--- src/sv/wpip_pkg.sv ---
package wpip_pkg;

    // Width of the wrapped shoelace sum.
    localparam int AREA_W = 64;

    // Result field widths and packing.
    localparam int WIND_OUT_W  = 8;
    localparam int STATUS_W    = 2;
    localparam int OUT_TDATA_W = 16;
    localparam int IN_TUSER_W  = 2;

    // Saturation limits of the winding field.
    localparam int WIND_MAX = 127;
    localparam int WIND_MIN = -128;

    // Result status codes.
    localparam logic [STATUS_W-1:0] ST_OK  = 2'd0;
    localparam logic [STATUS_W-1:0] ST_FEW = 2'd1;
    localparam logic [STATUS_W-1:0] ST_OVF = 2'd2;

    // Request kinds carried in the input tuser.
    localparam logic REQ_APPEND = 1'b0;
    localparam logic REQ_QUERY  = 1'b1;

    // Operations of the shared arithmetic pipeline.
    typedef enum logic [1:0] {
        OP_EDGE,
        OP_AREA_ADD,
        OP_AREA_CLOSE
    } t_op_kind;

    // Controller states.
    typedef enum logic [1:0] {
        S_IDLE,
        S_WALK,
        S_DRAIN,
        S_RESULT
    } t_state;

    // Per-cell control of the vertex ring.
    typedef struct packed {
        logic we;
        logic shift;
        logic wrap;
    } t_cell_ctl;

    // What the arithmetic pipeline hands to the accumulators.
    typedef struct packed {
        logic     valid;
        t_op_kind kind;
        logic     up;
        logic     dn;
        logic     busy;
    } t_arith_out;

endpackage

--- src/sv/wpip_arith.sv ---
module wpip_arith
    import wpip_pkg::*;
#(
    parameter int CW = 24
) (
    input  logic              i_clk,
    input  logic              i_rst_n,
    input  logic              i_op_valid,
    input  t_op_kind          i_op_kind,
    input  logic [2*CW-1:0]   i_vtx_a,
    input  logic [2*CW-1:0]   i_vtx_b,
    input  logic [2*CW-1:0]   i_pnt,
    output t_arith_out        o_res,
    output logic [AREA_W-1:0] o_term
);

    localparam int OW = CW + 1;
    localparam int PW = 2 * OW;

    logic signed [CW-1:0] ax, ay, bx, by, px, py;

    assign ax = i_vtx_a[CW-1:0];
    assign ay = i_vtx_a[2*CW-1:CW];
    assign bx = i_vtx_b[CW-1:0];
    assign by = i_vtx_b[2*CW-1:CW];
    assign px = i_pnt[CW-1:0];
    assign py = i_pnt[2*CW-1:CW];

    // Operand stage: edge differences, or plain coordinates for a cross term.
    logic signed [OW-1:0] n_m1a, n_m1b, n_m2a, n_m2b;

    always_comb begin
        if (i_op_kind == OP_EDGE) begin
            n_m1a = OW'(bx) - OW'(ax);
            n_m1b = OW'(py) - OW'(ay);
            n_m2a = OW'(px) - OW'(ax);
            n_m2b = OW'(by) - OW'(ay);
        end else begin
            n_m1a = OW'(ax);
            n_m1b = OW'(by);
            n_m2a = OW'(bx);
            n_m2b = OW'(ay);
        end
    end

    logic                 r_a_valid, r_b_valid, r_c_valid;
    t_op_kind             r_a_kind, r_b_kind, r_c_kind;
    logic signed [OW-1:0] r_m1a, r_m1b, r_m2a, r_m2b;
    logic                 r_a_le, r_a_gt, r_b_le, r_b_gt;
    logic signed [PW-1:0] r_p1, r_p2;
    logic                 r_c_up, r_c_dn;
    logic [AREA_W-1:0]    r_term;
    logic [AREA_W-1:0]    n_term;

    assign n_term = AREA_W'(r_p1) - AREA_W'(r_p2);

    always_ff @(posedge i_clk) begin
        if (!i_rst_n) begin
            r_a_valid <= 1'b0;
            r_b_valid <= 1'b0;
            r_c_valid <= 1'b0;
        end else begin
            r_a_valid <= i_op_valid;
            r_b_valid <= r_a_valid;
            r_c_valid <= r_b_valid;
        end
    end

    always_ff @(posedge i_clk) begin
        r_a_kind <= i_op_kind;
        r_m1a    <= n_m1a;
        r_m1b    <= n_m1b;
        r_m2a    <= n_m2a;
        r_m2b    <= n_m2b;
        r_a_le   <= (ay <= py);
        r_a_gt   <= (by > py);

        r_b_kind <= r_a_kind;
        r_p1     <= r_m1a * r_m1b;
        r_p2     <= r_m2a * r_m2b;
        r_b_le   <= r_a_le;
        r_b_gt   <= r_a_gt;

        // Upward crossing with the point to the left counts +1, a downward
        // crossing with the point to the right counts -1.
        r_c_kind <= r_b_kind;
        r_c_up   <= r_b_le & r_b_gt & (r_p1 > r_p2);
        r_c_dn   <= ~r_b_le & ~r_b_gt & (r_p1 < r_p2);
        r_term   <= n_term;
    end

    assign o_res.valid = r_c_valid;
    assign o_res.kind  = r_c_kind;
    assign o_res.up    = r_c_up;
    assign o_res.dn    = r_c_dn;
    assign o_res.busy  = r_a_valid | r_b_valid | r_c_valid;
    assign o_term      = r_term;

endmodule

--- config.mk ---
export PLATFORM = sky130hd
export DESIGN_NAME = wpip_arith
export DESIGN_NICKNAME = d
export VERILOG_FILES = /design/src/sv/wpip_pkg.sv /design/src/sv/wpip_arith.sv
export SDC_FILE = /design/constraint.sdc
export NUM_CORES = 2
export LEC_CHECK = 0
export BUFFER_PORTS_ARGS = -buffer_cell sky130_fd_sc_hd__buf_2
export CELL_PAD_IN_SITES_DETAIL_PLACEMENT = 0
export CELL_PAD_IN_SITES_GLOBAL_PLACEMENT = 1
export CORE_MARGIN = 5
export CORE_UTILIZATION = 30
export DETAILED_ROUTE_END_ITERATION = 16
export PLACE_DENSITY = 0.62
export SLEW_MARGIN = 20
export SYNTH_ARGS = -nofsm -noshare
export SYNTH_HDL_FRONTEND = slang
export SYNTH_SLANG_ARGS = --single-unit
--- constraint.sdc ---
create_clock -name i_clk -period 8 [get_ports i_clk]
set_input_delay 1.6 -clock i_clk [delete_from_list [all_inputs] [get_ports i_clk]]
set_output_delay 1.6 -clock i_clk [all_outputs]
set_load 0.02 [all_outputs]
==> reports/results.ini <==
[synthesis]
synth_top_cell_area_share_pct=43.7
yosysMostFrequentCell=inv_1
ys_seq_elements=266
seq_area_frac_synth_pct=8.80
syn-cell-area_um2=60500
netlist_top_cells_area=fa_1 44%, ha_1 9.4%, inv_1 9.0%, dfxtp_1 8.8%, and2_1 6.5%
synthFlopType=dfxtp_1
synth_cells=6688
syn_nets=8611
synth_cell_type_count=91
async_reset_ff_share_pct=0
synth_edf_count=0
syn-mean-instance-area_um2=9.05
synth_common_cells=1,454 x inv_1, 1,321 x fa_1, 790 x nand2_1
synth_top_cell_by_area=fa_1
yosys_warnings=0

[worst_setup_path]
critical_path_class=reg -> reg
crit_fanout=15
arrival_ns=8.17
cp-start-kind=flop
required_ns=8.50
worstSetupEndpointType=flop

[floorplan]
die_h_um=459
io_pins=219
core_um2=200000
fp.dieW_um=459
fp-row-count=164
initial_core_util_pct=30.2
die_area_um2=211000

[cells_and_area]
area_growth_pct=10.1
final_layout_size_suffix_gt1_share_pct=7.56
layout.nets=8768
fillers=21190

[flow_run]
drv_cap=0

[global_route]
grt_first_pass_wirelength_um=306000
antenna_found_initial=18
overflow=0
grt_usage_pct=18.9
grt_max_degree=84
grt_pass1_vias=49504

[sta]
min_period_ns=7.67
setup_viol=0
drv_slew=0
hold_violations=0
tns_ns=0
max_freq_mhz=130
max-slew-margin-rel_pct=22.5
period_share_pct=95.9
tightest_slew_ns=1.15
fin_skew_ns=0.0529
grt_setup_unrepaired=no

[clock_network]
clk_latency_ns=0.64
numCtsBuffers=42
clock_sinks=266
cts_tree=done
path_clk_slew_ns=0.05
cts_hold_buf=0
h-tree-depth=2
post_cts_resized=0
post_cts_buffers=0
cts_buffer_depth=3
cts_root_buffer=clkbuf_16

[route]
drtIter0Drc=2343
drcViolationCount=0
routed_via_density=4.69
first_pass_iters=5
ant_nets=0
via_count=44756
routedWlPerCell_um=20.4
finalWirelength_um=195000

[min_path]
hold_class=reg -> reg

[placement]
routabilityCongestion=0.886
port_buffers=218
hpwlAfterDp_um=169000

[outcome]
status=finished, final reports clean

-- sequential cells by signal, indices dropped and copies added (netlist names), 2 cells and up --
name / cells
r_m1a: 25
r_c_kind: 2
r_m2a: 25
r_a_kind: 2
r_b_kind: 2
r_m2b: 25
o_term: 51
r_p2: 50
r_p1: 50
r_m1b: 25
-- cells by family after synthesis --
| logic type | count (synthesis) | share of synthesized area, % |
|---|---|---|
| AND/OR/NAND/NOR | 1930 | 15.8 |
| XOR/XNOR | 203 | 2.94 |
| AO/OA/AOI/OAI | 784 | 8.47 |
| buffers and inverters | 1727 | 10.8 |
| multiplexers | 4 | 0.0703 |
| adder cells (fa/ha/maj) | 1774 | 53.1 |
| flip-flops | 266 | 8.80 |
-- per-layer routing --
layer	wire length [um]	share of wire [%]	track usage, %
met5	20	0.010	0
met4	7360	3.8	5.83
met3	9020	4.6	2.48
met2	92900	48	32.3
met1	85400	44	24.9
-- per-stage QoR --
step                      util, %  cells  hold slack, ns  worst slack, ns  cell area [um^2]
final                        33.3   9547           0.329            0.326             66700
after global routing         33.3   9541           0.339         0.000995             66600
after CTS                    33.3   9534           0.332            0.330             66600
after detailed placement     32.5   9457           0.317            0.356             65200
after global placement       32.5   9456           0.313            0.417             65200
after floorplan                 -   6688           0.310             1.06             60500
-- worst paths after layout --
path / depth (start not counted) / slack [ns] / startpoint / end
max reg2reg: 22 / 0.33 / r_m2a[13]$_DFF_P_ / r_p2[47]$_DFF_P_
min: 0 / 0.33 / r_a_kind[0]$_DFF_P_ / r_b_kind[0]$_DFF_P_
max: 22 / 0.33 / r_m2a[13]$_DFF_P_ / r_p2[47]$_DFF_P_
min reg2reg: 0 / 0.33 / r_a_kind[0]$_DFF_P_ / r_b_kind[0]$_DFF_P_
-- worst max-delay path: stages, from the launching register on --
cell	delay, ns
dfxtp_1	0.74
buf_4	0.38
nand2_1	0.11
fa_1	0.52
fa_1	0.56
inv_1	0.05
fa_1	0.50
fa_1	0.57
fa_1	0.43
fa_1	0.54
inv_1	0.06
fa_1	0.47
inv_1	0.04
ha_1	0.36
nand4_1	0.14
nor2_1	0.18
nand3_1	0.13
a211oi_1	0.48
or2_2	0.27
a21oi_4	0.09
a2111oi_0	0.62
or2_1	0.21
o311ai_1	0.11
-- layout by cell type, fill, tap and decap left out, types with 53 or more instances in the layout --
| cell type | n |
|---|---|
| inv_1 | 1454 |
| fa_1 | 1321 |
| nand2_1 | 790 |
| and2_1 | 627 |
| ha_1 | 453 |
| dfxtp_1 | 251 |
| buf_2 | 218 |
| o21ai_0 | 192 |
| a21oi_1 | 185 |
| nor2_1 | 183 |
| buf_4 | 161 |
| xnor2_1 | 136 |
| a21o_1 | 114 |
| xor2_1 | 67 |
| nor3_1 | 55 |
| nand3_1 | 53 |
-- final cells by class --
type / instances / area [um^2] / area share [%]
Clock inverter: 24 / 241 / 0.362
Inverter: 1456 / 5470 / 8.20
Sequential cell: 266 / 5340 / 8.02
Tap cell: 2656 / 3320 / 4.99
Clock buffer: 53 / 1180 / 1.78
Multi-Input combinational cell: 4695 / 48700 / 73.0
Antenna cell: 13 / 32.5 / 0.0488
Timing Repair Buffer: 384 / 2400 / 3.60
Power is not shown: default switching activity piles up to over one toggle a cycle in this logic, so the estimate is an artifact.
