===== config.mk =====
export PLATFORM = sky130hd
export DESIGN_NAME = wpip_cell
export DESIGN_NICKNAME = d
export VERILOG_FILES = /design/src/sv/wpip_pkg.sv /design/src/sv/wpip_cell.sv
export SDC_FILE = /design/constraint.sdc
export NUM_CORES = 1
export LEC_CHECK = 0
export CORE_AREA = 2 2 76 78
export DETAILED_ROUTE_END_ITERATION = 16
export DIE_AREA = 0 0 78 80
export DONT_BUFFER_PORTS = 1
export SLEW_MARGIN = 20
export SYNTH_ARGS = -nofsm -noshare
export SYNTH_HDL_FRONTEND = slang
export SYNTH_SLANG_ARGS = --single-unit

===== constraint.sdc =====
create_clock -name i_clk -period 2.1 [get_ports i_clk]
set_input_delay 0.21 -clock i_clk [delete_from_list [all_inputs] [get_ports i_clk]]
set_output_delay 0.21 -clock i_clk [all_outputs]
set_load 0.01 [all_outputs]

===== src/sv/wpip_pkg.sv =====
package wpip_pkg;

    // Width of the wrapped shoelace sum.
    localparam int AREA_W = 64;

    // Result field widths and packing.
    localparam int WIND_OUT_W  = 8;
    localparam int STATUS_W    = 2;
    localparam int OUT_TDATA_W = 16;
    localparam int IN_TUSER_W  = 2;

    // Saturation limits of the winding field.
    localparam int WIND_MAX = 127;
    localparam int WIND_MIN = -128;

    // Result status codes.
    localparam logic [STATUS_W-1:0] ST_OK  = 2'd0;
    localparam logic [STATUS_W-1:0] ST_FEW = 2'd1;
    localparam logic [STATUS_W-1:0] ST_OVF = 2'd2;

    // Request kinds carried in the input tuser.
    localparam logic REQ_APPEND = 1'b0;
    localparam logic REQ_QUERY  = 1'b1;

    // Operations of the shared arithmetic pipeline.
    typedef enum logic [1:0] {
        OP_EDGE,
        OP_AREA_ADD,
        OP_AREA_CLOSE
    } t_op_kind;

    // Controller states.
    typedef enum logic [1:0] {
        S_IDLE,
        S_WALK,
        S_DRAIN,
        S_RESULT
    } t_state;

    // Per-cell control of the vertex ring.
    typedef struct packed {
        logic we;
        logic shift;
        logic wrap;
    } t_cell_ctl;

    // What the arithmetic pipeline hands to the accumulators.
    typedef struct packed {
        logic     valid;
        t_op_kind kind;
        logic     up;
        logic     dn;
        logic     busy;
    } t_arith_out;

endpackage


===== src/sv/wpip_cell.sv =====
module wpip_cell
    import wpip_pkg::*;
#(
    parameter int VW = 48
) (
    input  logic          i_clk,
    input  t_cell_ctl     i_ctl,
    input  logic [VW-1:0] i_wr_vtx,
    input  logic [VW-1:0] i_next_vtx,
    input  logic [VW-1:0] i_head_vtx,
    output logic [VW-1:0] o_vtx
);

    logic [VW-1:0] r_vtx;

    // A cell either takes a new vertex or, while the ring turns, the vertex of
    // its neighbor; the last occupied cell closes the ring from the head cell.
    always_ff @(posedge i_clk) begin
        if (i_ctl.we) begin
            r_vtx <= i_wr_vtx;
        end else if (i_ctl.shift) begin
            r_vtx <= i_ctl.wrap ? i_head_vtx : i_next_vtx;
        end
    end

    assign o_vtx = r_vtx;

endmodule


==> results.yml, run 1 <==
synth:
  ys_seq_area_share_pct: 58.0
  syn_nets: 358
  synthTopCellsByArea: "edfxtp_1, mux2i_1, nand2_1"
  yosysTopAreaCell: "edfxtp_1"
  syn_area_um2: 2490
  synthCells: 210
  synth_top_area_share_pct: 58.0
  synth_warnings: 0
  yosys.cell_types.count: 11
  avgSynthCellArea_um2: 11.8
  ys_seq_elements: 48
setup_path:
  critical_path.cell_chain: "or2_2, buf_12"
  cp-start-kind: "primary input"
  path_class: "primary input to register"
  slowest_stage: "or2_2"
  end_kind: "register"
  cp.required_ps: 2150
  cp_slowest_stage_delay_ps: 520
  critPathTopFamily: "simple AND/OR/NAND/NOR gates"
  worstPathMaxFanout: 97
  arrival_ps: 1010
  critPathBufInv: 1
finish:
  antenna_cells: 0
  design_area_um2: 2540
  largest_register_ffs: 48
  nets: 349
  drive_gt1_share_pct: 3.47
  areaGrowthSynthToFinish_pct: 2.11
  final_cell_mix: "mux2i_1, nand2_1, edfxtp_1, o21ai_0, o21ai_1"
placed_design:
  place.gp.congestion: 0.715
  hpwl_mm: 3.78
  io_buffers: 0
  dpl_cell_area_um2: 2460
global_routing:
  grt_overflow: 0
  grtUsageTotal_pct: 14.9
  grt_pass1_wl_mm: 6.97
  antenna_found_initial: 0
  grt_max_degree: 98
  grt_pass1_vias: 1436
flow_run:
  maxCapViolCount: 0
detailed_routing:
  wl_per_cell_um: 18.4
  drt_wl_total_mm: 5.05
  vias: 1537
  drc_errors: 0
  antenna_left: 0
  drt-initial-drc-count: 65
  first_pass_iters: 4
  via_per_inst: 5.61
cts:
  cts_resized: 0
  clkSinkCount: 48
  cts.reportedPaths.clkPinSlew_ps: 80
  cts_max_level: 2
  cts_tree: "done"
  cts_buffers: 5
  clock_path_buffers: 2
  postCtsSetupRepairBufs: 0
  cts_hold_buf: 0
  clockRootBuffer: "clkbuf_8"
run_status:
  status: "finished clean"
die:
  dieArea_um2: 6240
  row_count: 27
  ios: 196
  initial_utilization_pct: 46.0
  coreArea_um2: 5410
  die_y_um: 80
  die_x_um: 78
sta:
  rsz0062_at_grt: "false"
  fmax_ghz: 1.03
  hold_violations: 0
  finalSetupViolCount: 0
  tns_ps: 0
  worst_slew_pin_slew_ps: 571
  fin_crit_ps: 966
  period_share_pct: 46.0
  timing.slew.headroom_pct: 61.9
  slew_violations: 0
power:
  worst_ir_drop_vdd_mv: 0.350
  p_leak_uw: 0.00100
  power.density_nw_per_um2: 768
worst_hold_path:
  min_path_type: "primary input to register"
-- area by class of cell --
cell class	count	area, µm²
Multi-Input combinational cell	145	907
Tap cell	72	90.1
Timing Repair Buffer	1	20.0
Clock inverter	1	3.75
Fill cell	492	2870
Clock buffer	7	76.3
Sequential cell	48	1440
-- synthesized netlist by cell type, drive strengths merged --
cell type	n
edfxtp	48
mux2i	48
nand2	48
o21ai	48
buf	11
clkbuf	6
or2	1
-- worst paths after layout --
path,startpoint,end,depth (start not counted)
setup / recovery,i_ctl[2],o_vtx[47],2
hold / removal,i_wr_vtx[15],o_vtx[15],2
-- stage by stage --
step | cells | util [%] | hold slack, ps | setup slack (ps) | power (µW)
CTS | 274 | 47.0 | 102 | 1120 | 1970
detailed placement | 266 | 45.5 | 413 | 819 | 1470
finish | 274 | 47.0 | 111 | 1130 | 1950
global placement | 266 | 45.5 | 403 | 851 | 1460
floorplan | 210 | - | 401 | 557 | 1480
global route | 274 | 47.0 | 98.8 | 1090 | 2040
-- routing by layer --
| layer | global-route usage [%] | wire length, µm |
|---|---|---|
| met2 | 25.5 | 2640 |
| met4 | 5.79 | 72 |
| met1 | 16.2 | 1800 |
| met5 | 0 | 0 |
| met3 | 6.56 | 533 |
-- where the power goes --
part	switching [µW]	internal (µW)	total, µW
Clock	277	232	510
Combinational	64.2	77.8	142
Sequential	106	1190	1300
Total	448	1500	1950
-- cells by family after synthesis --
kind of cell | Yosys count | share of synthesized area (%)
and+or+nand+nor | 49 | 7.50
AOI/OAI and AO/OA | 48 | 9.66
muxes | 48 | 19.3
DFF | 48 | 58.0
buffers and inverters | 17 | 5.54
Power figures use the tool's default switching activity.
==> inputs of run 2 (changes only) <==
--- a/config.mk
+++ b/config.mk
@@ -5,9 +5,10 @@
 export SDC_FILE = /design/constraint.sdc
 export NUM_CORES = 1
 export LEC_CHECK = 0
-export CORE_AREA = 2 2 76 78
+export ABC_AREA = 1
+export CORE_MARGIN = 1
+export CORE_UTILIZATION = 47
 export DETAILED_ROUTE_END_ITERATION = 16
-export DIE_AREA = 0 0 78 80
 export DONT_BUFFER_PORTS = 1
 export SLEW_MARGIN = 20
 export SYNTH_ARGS = -nofsm -noshare
==> constraint.sdc (replaced) <==
create_clock -name i_clk -period 1 [get_ports i_clk]
set_input_delay 0.1 -clock i_clk [delete_from_list [all_inputs] [get_ports i_clk]]
set_output_delay 0.1 -clock i_clk [all_outputs]
set_load 0.01 [all_outputs]
==> results.yml, run 2 <==
run_status:
  status: "complete, but fails checks"
  failed_checks: "negative hold slack"
synth:
  syn_area_um2: 2890
  synth-simple-area-share_pct: 33.4
  synth_top_area_share_pct: 49.8
  syn_nets: 556
  synthCells: 408
  synth_compound_area_share_pct: 0
  synth_edf_count: 48
  avgSynthCellArea_um2: 7.09
  ys_seq_area_share_pct: 49.8
  synth_top_family_by_area: "simple AND/OR/NAND/NOR gates"
  synth_warnings: 0
  yosys.cell_types.count: 10
  synth_most_common_cell: "nand2_1"
  muxShareOfSynthArea_pct: 0
  synth-main-ff-cell: "edfxtp_1"
  synthTopCellsByArea: "edfxtp_1, nand2_1, inv_1"
  ys_seq_elements: 48
  synthXorXnorAreaFrac_pct: 0
  synthAdderAreaFrac_pct: 0
  async_flop_share_pct: 0
  yosysTopAreaCell: "edfxtp_1"
  synth_commonest_cells: "nand2_1, inv_1, edfxtp_1, nand3_1, buf_2"
global_routing:
  grt_max_degree: 51
  grt_pass1_vias: 2173
  grt_pass1_wl_mm: 9.86
  antenna_found_initial: 0
  grt_overflow: 0
  grtUsageTotal_pct: 20.1
finish:
  fill_cells: 553
  multiInputGateArea_um2: 970
  nets: 589
  seq_area_um2: 1440
  stdcell_count: 517
  layout_commonest_cell: "nand2_1"
  largest_register_ffs: 48
  drive_gt1_share_pct: 2.71
  areaGrowthSynthToFinish_pct: 18.9
  antenna_cells: 0
  fin_util_pct: 58.1
  final_cell_mix: "nand2_1, inv_1, nand3_1, edfxtp_1, dlygate4sd3_1"
die:
  coreArea_um2: 5920
  row_count: 28
  ios: 196
  die_y_um: 80.4
  initial_utilization_pct: 48.8
  dieArea_um2: 6470
  die_x_um: 80.4
detailed_routing:
  drt-initial-drc-count: 121
  vias: 2501
  via_per_inst: 4.84
  wl_met2_mm: 3.49
  drc_errors: 0
  wl_met1_mm: 2.65
  met3_length_um: 563
  first_pass_iters: 4
  wl_per_cell_um: 13.1
  top_layer: "met4"
  drt_wl_total_mm: 6.75
  antenna_left: 0
sta:
  hold_violations: 4
  period_share_pct: 85.0
  worst_slew_pin_slew_ps: 665
  slew_violations: 0
  rsz0062_at_grt: "false"
  whs_ps: -2.63
  fin_crit_ps: 850
  setup_ws_ps: 150
  fmax_ghz: 1.18
  timing.slew.headroom_pct: 55.7
  finalSetupViolCount: 0
setup_path:
  cp.depth: 0
  path_class: "register to output port"
  cp.required_ps: 900
  arrival_ps: 750
  cp-start-kind: "register"
  worstPathMaxFanout: 1
  crit_path_start: "o_vtx[4]"
  end_kind: "output port"
flow_run:
  maxCapViolCount: 0
cts:
  clkSinkCount: 48
  cts_max_level: 2
  cts_buffers: 5
  cts.reportedPaths.clkPinSlew_ps: 80
  clockRootBuffer: "clkbuf_8"
  cts_resized: 0
  clock_path_buffers: 2
  cts_tree: "done"
placed_design:
  hpwl_mm: 4.44
  place_worst_setup_slack_ps: -45.0
  placedCellCount: 466
  io_buffers: 0
  place.gp.congestion: 0.735
power:
  power.density_nw_per_um2: 1290
  p_total_uw: 4440
  worst_ir_drop_vdd_mv: 0.567
  p_leak_uw: 0.00187
worst_hold_path:
  min_path_type: "primary input to register"
  hold-path-endpoint: "o_vtx[47]"
  min_from: "i_ctl[2]"
  holdPathStages: 2
[run 2: changes by cell type in the layout (fill, tap and decap cells not counted), sizes merged]
| cell | previous run | this run |
|---|---|---|
| nand2 | 48 | 192 |
| inv | 0 | 98 |
| o21ai | 48 | 0 |
| mux2i | 48 | 0 |
| dlygate4sd3 | 0 | 43 |
| buf | 1 | 4 |
| nand3 | 0 | 48 |
[run 2: cell families after synthesis]
kind of cell,count (synthesis)
DFF,48
and+or+nand+nor,241
buffers and inverters,119
[run 2: where the power goes]
| part | switching (µW) | leakage [µW] | internal (µW) |
|---|---|---|---|
| sequential | 226 | 0.000492 | 2510 |
| clock | 598 | 0.0000399 | 488 |
| combinational | 321 | 0.00134 | 302 |
[run 2: metrics by stage]
| stage | TNS, ps | hold slack, ps | cell area [µm²] |
|---|---|---|---|
| after global routing | 0 | -19.0 | 3440 |
| after global placement | -2020 | 288 | 2930 |
| after CTS | 0 | -18.0 | 3430 |
| final | 0 | -2.63 | 3440 |
| after floorplan | -6130 | 282 | 2910 |
| after detailed placement | -2070 | 292 | 2930 |
[run 2: per-layer routing]
metal / up-vias / track usage, %
li1: 1266 / -
met1: 1108 / 22.3
met2: 123 / 36.2
met3: 4 / 7.05
met4: 0 / 5.36
met5: - / 0
[run 2: worst max path at each step]
| stage | to |
|---|---|
| after detailed placement | o_vtx[21] |
| after global routing | o_vtx[19] |
| after floorplan | o_vtx[0] |
| final | o_vtx[4] |
| after global placement | o_vtx[29] |
| after CTS | o_vtx[4] |
[run 2: layout make-up]
type | instances | area share (%)
Sequential cell | 48 | 41.9
Inverter | 98 | 10.7
Clock inverter | 1 | 0.109
Timing Repair Buffer | 47 | 14.1
Tap cell | 75 | 2.73
Clock buffer | 7 | 2.22
Multi-Input combinational cell | 241 | 28.2
[run 2: timing repair]
action | 4_1_cts | 5_1_grt
endpoints found under the setup margin | 0 | 0
hold endpoints to repair | 42 | 16
setup buffers | 0 | 0
hold buffers | 42 | 1
==> inputs of run 3 (changes only) <==
--- a/config.mk
+++ b/config.mk
@@ -6,6 +6,7 @@
 export NUM_CORES = 1
 export LEC_CHECK = 0
 export ABC_AREA = 1
+export CAP_MARGIN = 30
 export CORE_MARGIN = 1
 export CORE_UTILIZATION = 47
 export DETAILED_ROUTE_END_ITERATION = 16
==> constraint.sdc (replaced) <==
create_clock -name i_clk -period 1 [get_ports i_clk]
set_input_delay 0.2 -clock i_clk [delete_from_list [all_inputs] [get_ports i_clk]]
set_output_delay 0.2 -clock i_clk [all_outputs]
set_load 0.01 [all_outputs]
==> results.yml, run 3 (synthesized netlist as in run 2, its figures left out) <==
cts:
  cts_max_level: 2
  clockRootBuffer: "clkbuf_8"
  cts.reportedPaths.clkPinSlew_ps: 90
  cts_buffers: 5
  cts_hold_buf: 0
  clkSinkCount: 48
  clock_path_buffers: 2
  postCtsSetupRepairBufs: 0
  cts_resized: 0
  cts_tree: "done"
setup_path:
  path_class: "register to output port"
  cp-start-kind: "register"
  end_kind: "output port"
  arrival_ps: 750
  worstPathMaxFanout: 1
  cp.required_ps: 800
placed_design:
  hpwl_mm: 4.55
  dpl_cell_area_um2: 2940
  place.gp.congestion: 0.744
  place_worst_setup_slack_ps: -156
  io_buffers: 0
finish:
  antenna_cells: 0
  final_cell_mix: "nand2_1, inv_1, nand3_1, edfxtp_1, clkbuf_8"
  drive_gt1_share_pct: 3.01
  areaGrowthSynthToFinish_pct: 4.46
  nets: 546
  layout_commonest_cell: "nand2_1"
  multiInputGateArea_um2: 970
  fin_util_pct: 51.0
  design_area_um2: 3020
  seq_area_um2: 1440
  fill_cells: 600
  largest_register_ffs: 48
global_routing:
  grtUsageTotal_pct: 19.2
  grt_max_degree: 51
  grt_pass1_wl_mm: 9.36
  grt_pass1_vias: 2079
  grt_overflow: 0
  antenna_found_initial: 0
power:
  worst_ir_drop_vdd_mv: 0.804
  p_leak_uw: 0.00171
  power.density_nw_per_um2: 1430
sta:
  slew_violations: 0
  tns_ps: 0
  finalSetupViolCount: 0
  worst_slew_pin_slew_ps: 674
  rsz0062_at_grt: "false"
  period_share_pct: 95.3
  hold_violations: 0
  whs_ps: 87.7
  fmax_ghz: 1.05
  fin_crit_ps: 953
  setup_ws_ps: 47.2
  timing.slew.headroom_pct: 55.1
detailed_routing:
  vias: 2328
  via_per_inst: 4.91
  wl_per_cell_um: 13.5
  antenna_left: 0
  drt-initial-drc-count: 63
  drc_errors: 0
  first_pass_iters: 5
  drt_wl_total_mm: 6.38
flow_run:
  maxCapViolCount: 0
die:
  initial_utilization_pct: 48.8
  die_y_um: 80.4
  dieArea_um2: 6470
  row_count: 28
  coreArea_um2: 5920
  die_x_um: 80.4
  ios: 196
run_status:
  status: "finished clean"
worst_hold_path:
  min_path_type: "primary input to register"
[run 3: where the power goes]
| group | internal [µW] | total (µW) | switching [µW] |
|---|---|---|---|
| Combinational | 197 | 491 | 294 |
| Sequential | 2510 | 2730 | 226 |
| Clock | 488 | 1090 | 598 |
| Total | 3190 | 4310 | 1120 |
[run 3: final cells by class]
class | instances | area share, %
inverters | 98 | 12.2
clock buffers | 7 | 2.53
multi-input cells | 241 | 32.1
flip-flops and latches | 48 | 47.7
clock inverters | 1 | 0.124
repair buffers | 4 | 2.24
well taps | 75 | 3.11
[run 3: final timing paths]
check	start	endpoint	slack (ps)	depth (start not counted)
worst max-delay path	o_vtx[4]	o_vtx[4]	50	0
worst min-delay path	i_wr_vtx[5]	o_vtx[5]	90	2
[run 3: layer usage]
| metal | vias to the layer above | track usage, % | wire [µm] |
|---|---|---|---|
| met5 | - | 0 | 0 |
| met4 | 0 | 6.61 | 144 |
| met3 | 13 | 7.27 | 582 |
| met2 | 117 | 35.0 | 3220 |
| met1 | 1017 | 20.0 | 2430 |
| li1 | 1181 | - | - |
[run 3: through the flow]
| step | instances | power (µW) |
|---|---|---|
| after global routing | 474 | 4530 |
| after floorplan | 408 | 3190 |
| after detailed placement | 466 | 3280 |
| after CTS | 474 | 4370 |
| after global placement | 466 | 3270 |
| final | 474 | 4310 |
